===== config.mk =====
export PLATFORM = sky130hd
export DESIGN_NAME = edge_swipe_gesture_detector_flat
export DESIGN_NICKNAME = d
export VERILOG_FILES = /design/src/hdl/esgd_pkg.sv /design/src/hdl/esgd_stream_if.sv /design/src/hdl/esgd_core.sv /design/src/hdl/edge_swipe_gesture_detector.sv /design/src/flat_wrapper.sv
export SDC_FILE = /design/constraint.sdc
export NUM_CORES = 1
export LEC_CHECK = 0
export ABC_AREA = 1
export BUFFER_PORTS_ARGS = -buffer_cell sky130_fd_sc_hd__buf_2
export CAP_MARGIN = 20
export CORE_AREA = 2 2 39 41
export DETAILED_ROUTE_END_ITERATION = 6
export DIE_AREA = 0 0 41 43
export PLACE_DENSITY = 0.52
export SYNTH_ARGS = -nofsm -noshare
export SYNTH_HDL_FRONTEND = slang
export SYNTH_SLANG_ARGS = --single-unit

===== constraint.sdc =====
create_clock -name clk_i -period 2.9 [get_ports clk_i]
set_clock_uncertainty 0.2 [all_clocks]
set_input_delay 0 -clock clk_i [delete_from_list [all_inputs] [get_ports clk_i]]
set_output_delay 0 -clock clk_i [all_outputs]
set_load 0.1 [all_outputs]

===== src/hdl/esgd_pkg.sv =====
// Shared types and constants for the edge swipe gesture detector.
package esgd_pkg;

  localparam int unsigned CmdW   = 2;
  localparam int unsigned CoordW = 16;
  localparam int unsigned TimeW  = 32;
  localparam int unsigned CfgW   = 12;
  localparam int unsigned CountW = 4;
  localparam int unsigned DirW   = 3;

  localparam logic [CmdW-1:0] CMD_DOWN   = 2'd0;
  localparam logic [CmdW-1:0] CMD_MOTION = 2'd1;
  localparam logic [CmdW-1:0] CMD_UP     = 2'd2;

  localparam logic [DirW-1:0] SIDE_NONE   = 3'd0;
  localparam logic [DirW-1:0] SIDE_LEFT   = 3'd1;
  localparam logic [DirW-1:0] SIDE_RIGHT  = 3'd2;
  localparam logic [DirW-1:0] SIDE_TOP    = 3'd3;
  localparam logic [DirW-1:0] SIDE_BOTTOM = 3'd4;

  localparam logic [1:0] REG_SCREEN_WIDTH  = 2'd0;
  localparam logic [1:0] REG_SCREEN_HEIGHT = 2'd1;
  localparam logic [1:0] REG_DOCK_EXTENT   = 2'd2;

  localparam logic [CfgW-1:0] SCREEN_WIDTH_RST  = 12'd1920;
  localparam logic [CfgW-1:0] SCREEN_HEIGHT_RST = 12'd1080;
  localparam logic [CfgW-1:0] DOCK_EXTENT_RST   = 12'd0;

  // 12.4 coordinates: one pixel is 16 units
  localparam logic [CoordW-1:0] PIX_FX    = 16'd16;
  localparam logic [CoordW-1:0] MARGIN_FX = 16'd48;
  // minimum travel of 10 pixels is 160 units, squared 25600
  localparam logic [CoordW-1:0] TRAVEL_FX    = 16'd160;
  localparam logic [16:0]       TRAVEL_SQ_FX = 17'd25600;

  localparam logic [CountW-1:0] COUNT_MAX = 4'd15;

  typedef struct packed {
    logic [CmdW-1:0]   command;
    logic [CoordW-1:0] pos_x;
    logic [CoordW-1:0] pos_y;
    logic [TimeW-1:0]  timestamp;
  } req_t;

  typedef struct packed {
    logic              show_multitasking;
    logic [DirW-1:0]   edge_direction;
    logic              touch_active;
    logic [CountW-1:0] finger_count;
  } rsp_t;

  typedef struct packed {
    logic [CfgW-1:0] screen_width;
    logic [CfgW-1:0] screen_height;
    logic [CfgW-1:0] dock_extent;
  } cfg_t;

endpackage


===== src/hdl/esgd_stream_if.sv =====
// Valid/ready stream interface carrying one payload per request.
interface esgd_stream_if #(
  parameter type T = logic
) ();
  logic valid;
  logic ready;
  T     data;

  modport source (output valid, output data, input ready);
  modport sink   (input valid, input data, output ready);
endinterface


===== src/hdl/esgd_core.sv =====
// Gesture state and single-pass event evaluation.
module esgd_core (
  input  logic          clk_i,
  input  logic          rst_ni,
  input  logic          adv_i,
  input  esgd_pkg::req_t item_i,
  input  esgd_pkg::cfg_t cfg_i,
  output esgd_pkg::rsp_t rsp_o
);
  import esgd_pkg::*;

  logic [CountW-1:0] fingers_q, fingers_d;
  logic              down_q, down_d;
  logic [CoordW-1:0] start_x_q, start_x_d, start_y_q, start_y_d;
  logic [CoordW-1:0] end_x_q, end_x_d, end_y_q, end_y_d;
  logic [TimeW-1:0]  end_time_q, end_time_d;
  logic [CoordW-1:0] stop_x_q, stop_x_d, stop_y_q, stop_y_d;
  logic [TimeW-1:0]  stop_time_q, stop_time_d;

  logic [CountW-1:0] cnt_inc;
  logic [CoordW-1:0] mx, my, tx, ty;
  logic [7:0]        tx_lo, ty_lo;
  logic [15:0]       sq_x, sq_y;
  logic [16:0]       sq_sum;
  logic              travel_ok;
  logic signed [17:0] right_bound, bottom_bound, sx_s, sy_s;
  logic [DirW-1:0]   edge_dir;
  logic              show;
  logic [DirW-1:0]   dir;

  function automatic logic [CoordW-1:0] abs_diff(logic [CoordW-1:0] a, logic [CoordW-1:0] b);
    abs_diff = (a > b) ? a - b : b - a;
  endfunction

  assign cnt_inc = (fingers_q < COUNT_MAX) ? fingers_q + 4'd1 : fingers_q;

  assign mx = abs_diff(item_i.pos_x, stop_x_q);
  assign my = abs_diff(item_i.pos_y, stop_y_q);

  // travel check: either axis at least 160 units, else exact sum of 8-bit squares
  assign tx     = abs_diff(end_x_q, start_x_q);
  assign ty     = abs_diff(end_y_q, start_y_q);
  assign tx_lo  = tx[7:0];
  assign ty_lo  = ty[7:0];
  assign sq_x   = tx_lo * tx_lo;
  assign sq_y   = ty_lo * ty_lo;
  assign sq_sum = {1'b0, sq_x} + {1'b0, sq_y};
  assign travel_ok = (tx >= TRAVEL_FX) || (ty >= TRAVEL_FX) || (sq_sum >= TRAVEL_SQ_FX);

  assign right_bound  = $signed({2'b00, cfg_i.screen_width, 4'b0000})
                      - $signed({2'b00, MARGIN_FX});
  assign bottom_bound = $signed({2'b00, cfg_i.screen_height, 4'b0000})
                      - $signed({2'b00, MARGIN_FX});
  assign sx_s = $signed({2'b00, start_x_q});
  assign sy_s = $signed({2'b00, start_y_q});

  always_comb begin
    if (start_x_q <= MARGIN_FX) begin
      edge_dir = SIDE_LEFT;
    end else if (sx_s >= right_bound) begin
      edge_dir = SIDE_RIGHT;
    end else if (start_y_q <= MARGIN_FX) begin
      edge_dir = SIDE_TOP;
    end else if (sy_s >= bottom_bound) begin
      edge_dir = SIDE_BOTTOM;
    end else begin
      edge_dir = SIDE_NONE;
    end
  end

  always_comb begin
    fingers_d   = fingers_q;
    down_d      = down_q;
    start_x_d   = start_x_q;
    start_y_d   = start_y_q;
    end_x_d     = end_x_q;
    end_y_d     = end_y_q;
    end_time_d  = end_time_q;
    stop_x_d    = stop_x_q;
    stop_y_d    = stop_y_q;
    stop_time_d = stop_time_q;
    show        = 1'b0;
    dir         = SIDE_NONE;
    case (item_i.command)
      CMD_DOWN: begin
        fingers_d = cnt_inc;
        if (cnt_inc == 4'd1) begin
          start_x_d   = item_i.pos_x;
          start_y_d   = item_i.pos_y;
          end_x_d     = item_i.pos_x;
          end_y_d     = item_i.pos_y;
          end_time_d  = item_i.timestamp;
          down_d      = 1'b1;
          stop_x_d    = item_i.pos_x;
          stop_y_d    = item_i.pos_y;
          stop_time_d = item_i.timestamp;
        end
      end
      CMD_MOTION: begin
        if (fingers_q == 4'd1) begin
          end_x_d    = item_i.pos_x;
          end_y_d    = item_i.pos_y;
          end_time_d = item_i.timestamp;
          if ((mx >= PIX_FX) || (my >= PIX_FX)) begin
            stop_x_d    = item_i.pos_x;
            stop_y_d    = item_i.pos_y;
            stop_time_d = item_i.timestamp;
          end
        end
      end
      CMD_UP: begin
        if (fingers_q != 4'd0) begin
          fingers_d = fingers_q - 4'd1;
        end
        if (fingers_q == 4'd1) begin
          end_time_d = item_i.timestamp;
          if (down_q && travel_ok) begin
            dir = edge_dir;
          end
          show = (dir == SIDE_BOTTOM) && (ty > {cfg_i.dock_extent, 4'b0000})
              && (item_i.timestamp != stop_time_q);
          down_d = 1'b0;
        end
      end
      default: begin
      end
    endcase
  end

  always_ff @(posedge clk_i or negedge rst_ni) begin
    if (!rst_ni) begin
      fingers_q   <= '0;
      down_q      <= 1'b0;
      start_x_q   <= '0;
      start_y_q   <= '0;
      end_x_q     <= '0;
      end_y_q     <= '0;
      end_time_q  <= '0;
      stop_x_q    <= '0;
      stop_y_q    <= '0;
      stop_time_q <= '0;
    end else if (adv_i) begin
      fingers_q   <= fingers_d;
      down_q      <= down_d;
      start_x_q   <= start_x_d;
      start_y_q   <= start_y_d;
      end_x_q     <= end_x_d;
      end_y_q     <= end_y_d;
      end_time_q  <= end_time_d;
      stop_x_q    <= stop_x_d;
      stop_y_q    <= stop_y_d;
      stop_time_q <= stop_time_d;
    end
  end

  assign rsp_o.show_multitasking = show;
  assign rsp_o.edge_direction    = dir;
  assign rsp_o.touch_active      = down_d;
  assign rsp_o.finger_count      = fingers_d;

endmodule


===== src/hdl/edge_swipe_gesture_detector.sv =====
// Top level of the edge swipe gesture detector: handshake stages and configuration.
//
//  channel  | dir | payload                                        | accept
//  req_i    | in  | command, pos_x, pos_y, timestamp               | valid && ready
//  res_o    | out | show_multitasking, edge_direction,            | valid && ready
//           |     | touch_active, finger_count                     |
//  cfg_*    | in  | cfg_idx_i, cfg_data_i                          | cfg_we_i
//
// One request per cycle sustained while results are taken; an accepted request is held
// in the request register, and its result is loaded into the result register.
// The request register feeds the state update and result logic, which load the
// result register; a stalled result holds while one more request waits in the
// request register. Reset clears gesture state and loads default screen geometry.
module edge_swipe_gesture_detector (
  input  logic                        clk_i,
  input  logic                        rst_ni,
  esgd_stream_if.sink                 req_i,
  esgd_stream_if.source               res_o,
  input  logic                        cfg_we_i,
  input  logic [1:0]                  cfg_idx_i,
  input  logic [esgd_pkg::CfgW-1:0]   cfg_data_i
);
  import esgd_pkg::*;

  cfg_t cfg_q;
  req_t req_q;
  logic req_valid_q;
  rsp_t rsp_d, rsp_q;
  logic rsp_valid_q;
  logic adv;

  assign adv         = req_valid_q && (!rsp_valid_q || res_o.ready);
  assign req_i.ready = !req_valid_q || adv;

  always_ff @(posedge clk_i or negedge rst_ni) begin
    if (!rst_ni) begin
      cfg_q.screen_width  <= SCREEN_WIDTH_RST;
      cfg_q.screen_height <= SCREEN_HEIGHT_RST;
      cfg_q.dock_extent   <= DOCK_EXTENT_RST;
    end else if (cfg_we_i) begin
      case (cfg_idx_i)
        REG_SCREEN_WIDTH:  cfg_q.screen_width  <= cfg_data_i;
        REG_SCREEN_HEIGHT: cfg_q.screen_height <= cfg_data_i;
        REG_DOCK_EXTENT:   cfg_q.dock_extent   <= cfg_data_i;
        default: begin
        end
      endcase
    end
  end

  always_ff @(posedge clk_i or negedge rst_ni) begin
    if (!rst_ni) begin
      req_valid_q <= 1'b0;
      rsp_valid_q <= 1'b0;
    end else begin
      req_valid_q <= (req_i.valid && req_i.ready) || (req_valid_q && !adv);
      rsp_valid_q <= adv || (rsp_valid_q && !res_o.ready);
    end
  end

  always_ff @(posedge clk_i) begin
    if (req_i.valid && req_i.ready) begin
      req_q <= req_i.data;
    end
    if (adv) begin
      rsp_q <= rsp_d;
    end
  end

  esgd_core u_core (
    .clk_i  (clk_i),
    .rst_ni (rst_ni),
    .adv_i  (adv),
    .item_i (req_q),
    .cfg_i  (cfg_q),
    .rsp_o  (rsp_d)
  );

  assign res_o.valid = rsp_valid_q;
  assign res_o.data  = rsp_q;

endmodule


===== src/flat_wrapper.sv =====
// flat-port wrapper written by rule: the top's interface ports become plain ports
module edge_swipe_gesture_detector_flat import esgd_pkg::*;
  (clk_i, rst_ni, cfg_we_i, cfg_idx_i, cfg_data_i, req_i_valid, req_i_data, req_i_ready, res_o_valid, res_o_data, res_o_ready);
  esgd_stream_if req_i_i ();
  esgd_stream_if res_o_i ();
  input  logic clk_i;
  input  logic rst_ni;
  input  logic cfg_we_i;
  input  logic [1:0] cfg_idx_i;
  input  logic [esgd_pkg::CfgW-1:0] cfg_data_i;
  input wire logic [$bits(req_i_i.valid)-1:0] req_i_valid;
  input wire logic [$bits(req_i_i.data)-1:0] req_i_data;
  output wire logic [$bits(req_i_i.ready)-1:0] req_i_ready;
  output wire logic [$bits(res_o_i.valid)-1:0] res_o_valid;
  output wire logic [$bits(res_o_i.data)-1:0] res_o_data;
  input wire logic [$bits(res_o_i.ready)-1:0] res_o_ready;
  assign req_i_i.valid = req_i_valid;
  assign req_i_i.data = req_i_data;
  assign req_i_ready = req_i_i.ready;
  assign res_o_valid = res_o_i.valid;
  assign res_o_data = res_o_i.data;
  assign res_o_i.ready = res_o_ready;
  edge_swipe_gesture_detector u_core (.clk_i(clk_i), .rst_ni(rst_ni), .req_i(req_i_i), .res_o(res_o_i), .cfg_we_i(cfg_we_i), .cfg_idx_i(cfg_idx_i), .cfg_data_i(cfg_data_i));
endmodule

==> results.ini <==
[clocking]
clock-root-buffer=clkbuf_4
path_clk_slew_ns=0.05
cts_made_buffers=3
cts.sink_count=7
htreeDepth=1
cts_tree=done
postCtsSetupBuffers=0
cts_buffer_depth=2
insertion_delay_ns=0.25

[placed_design]
hpwlAfterDp_um=498
portBuffers=6
gp_congestion=0.675

[sta]
drv_slew=0
timing.slew.headroom_pct=68.0
worst_pin_slew_ns=0.484
hold_viol=0
layout_min_cycle_time_ns=1.44
rsz0062_at_grt=false
finalCritPeriodShare_pct=49.8
fin_setup_tns_ns=0
finalSetupViolations=0
max_freq_ghz=0.693

[floorplan]
fp.dieH_um=43
die_x_um=41
rows=14
io_pins=23
die_area_mm2=0.00176
core_area_mm2=0.00138
start_util_pct=25.5

[power_and_ir_drop]
pwr-share-seq_pct=43.6
pwr-share-clk_pct=23.0
power_density_mw_per_mm2=796
p_int_uw=225
ir_drop_mv=0.230
combPwrFrac_pct=33.4
swShare_pct=40.9
p_leak_nw=0.253
power.switching_uw=156

[critical_path]
crit_buf_inv=1
worst_setup_path_end_kind=register
path_class=register to register
critPathLaunchType=register
path_max_fanout=4
worstPathCellList=nand3_1 -> nand2_1 -> dlygate4sd3_1
cpMaxStageDelayCell=dlygate4sd3_1
cp.arrival_ns=1.37
worst-endpoint-required_ns=2.82
critPathMaxStageDelay_ns=0.55
cp_top_family=buffers and inverters

[yosys]
ys_ff_latch=7
synth_warnings=0
ys_seq_area_share_pct=51.1
synth.top_cell.area_share_pct=42.6
syn_area_per_cell_um2=8.40
synth.distinct_cells=10
synthCells=42
synth_area_um2=353
yosys-top-cells-area=dfrtp_1 (43%), nand2_1 (20%), edfxtp_1 (8.5%)
synth_nets=63
synth_top_area_cell=dfrtp_1

[routing]
vias=313
drt_wl_total_um=687
dr.pass1.iters=4
first_iter_violations=4
vias_per_cell=4.29
post_drt_wl_per_cell_um=9.41
ant_nets=0
drc=0

[layout]
drive_above_1_share_pct=22.8
syn2layout_area_growth_pct=35.8
layout.nets=79
fin_util_pct=34.6
n_antenna_cell=0

[global_routing]
antenna_found_initial=0
grt_overflow=0
grtUsageTotal_pct=10.8
grt_pass1_vias=314
grt_start_max_net_pins=7
grt_pass1_wl_mm=1.21

[job]
drv_cap=0

[worst_hold_path]
hp-class=register to register

[outcome]
status=complete, no violations

==> synthesized netlist by cell type (all sizes together) <==
master  instances
dfrtp           6
edfxtp          1
ha              1
inv             6
nand2          19
nand3           4
nand4           1
nor2            2
xor2            2
==> worst register-to-register path, stage by stage (launching register included) <==
cell and delay [ns]:
dfrtp_1 0.41, nand3_1 0.12, nand2_1 0.05, dlygate4sd3_1 0.55
==> layer usage <==
layer,vias to the layer above,global-route usage [%],wire [um]
met5,-,0,0
met4,0,10.0,19
met3,2,3.14,26
met2,7,16.6,372
met1,144,10.9,269
li1,160,-,-
==> cells by family after synthesis <==
group	Yosys count	share of synthesized area, %
adders and majority gates	1	3.55
xor gates and xnor gates	2	4.97
and+or+nand+nor	26	34.0
buffers and inverters	6	6.38
DFF	7	51.1
==> final cells by class <==
| class | count | area [um2] |
|---|---|---|
| sequential | 7 | 180 |
| timing repair buffer | 11 | 80.1 |
| tap | 16 | 20.0 |
| clock buffer | 4 | 26.3 |
| fill | 145 | 905 |
| multi-input combinational | 29 | 150 |
| inverter | 6 | 22.5 |
==> flip-flops by register name, indices dropped and copies added, names as in the netlist <==
| name | flops |
|---|---|
| u_core.req_valid_q | 1 |
| u_core.res_o.data | 1 |
| u_core.u_core.fingers_q | 4 |
| u_core.res_o.valid | 1 |
==> power groups by stage <==
stage | Sequential, mW | Combinational [mW] | Clock [mW]
2_1_floorplan | 0.188 | 0.0747 | 0
6_report | 0.166 | 0.128 | 0.0876
5_1_grt | 0.172 | 0.149 | 0.0963
4_1_cts | 0.167 | 0.129 | 0.0910
3_3_place_gp | 0.167 | 0.118 | 0
3_5_place_dp | 0.168 | 0.123 | 0
==> metrics by stage <==
step | setup WS (ns) | power, mW | hold slack, ns | std cells | instance area [um2]
2_1_floorplan | 0.452 | 0.263 | -0.496 | 42 | 353
3_5_place_dp | 1.48 | 0.291 | -0.368 | 64 | 403
6_report | 1.46 | 0.381 | 0.335 | 73 | 479
4_1_cts | 1.45 | 0.387 | 0.337 | 73 | 479
5_1_grt | 1.35 | 0.418 | 0.395 | 73 | 479
3_3_place_gp | 1.49 | 0.285 | -0.365 | 64 | 403
==> worst paths after layout <==
check | start | endpoint | slack (ns) | cells after the start
max | u_core.req_valid_q | u_core.req_valid_q | 1.46 | 3
min | u_core.req_valid_q | u_core.res_o.valid | 0.34 | 2
max reg2reg | u_core.req_valid_q | u_core.req_valid_q | 1.46 | 3
min reg2reg | u_core.req_valid_q | u_core.res_o.valid | 0.34 | 2
max in group asynchronous | rst_ni | u_core.u_core.fingers_q[2] | 1.79 | 3
min in group asynchronous | rst_ni | u_core.u_core.fingers_q[0] | 0.49 | 3
==> timing repair <==
| action | in CTS | in global routing |
|---|---|---|
| hold buffers | 5 | 0 |
| endpoints found under the hold margin | 8 | 0 |
| resized for setup | 0 | 0 |
==> cells in the final DEF, fill, tap and decap left out <==
cell type / Yosys / final
xor2_1: 2 / 2
edfxtp_1: 1 / 1
dfrtp_1: 6 / 6
ha_1: 1 / 1
nand3_1: 2 / 2
buf_2: 0 / 6
inv_1: 6 / 6
dlygate4sd3_1: 0 / 5
nand3_2: 2 / 2
clkbuf_4: 0 / 3
nand4_1: 1 / 1
nor2_2: 2 / 2
nand2_1: 19 / 19
clkbuf_1: 0 / 1
No activity file was read; power rests on OpenSTA's default activity.
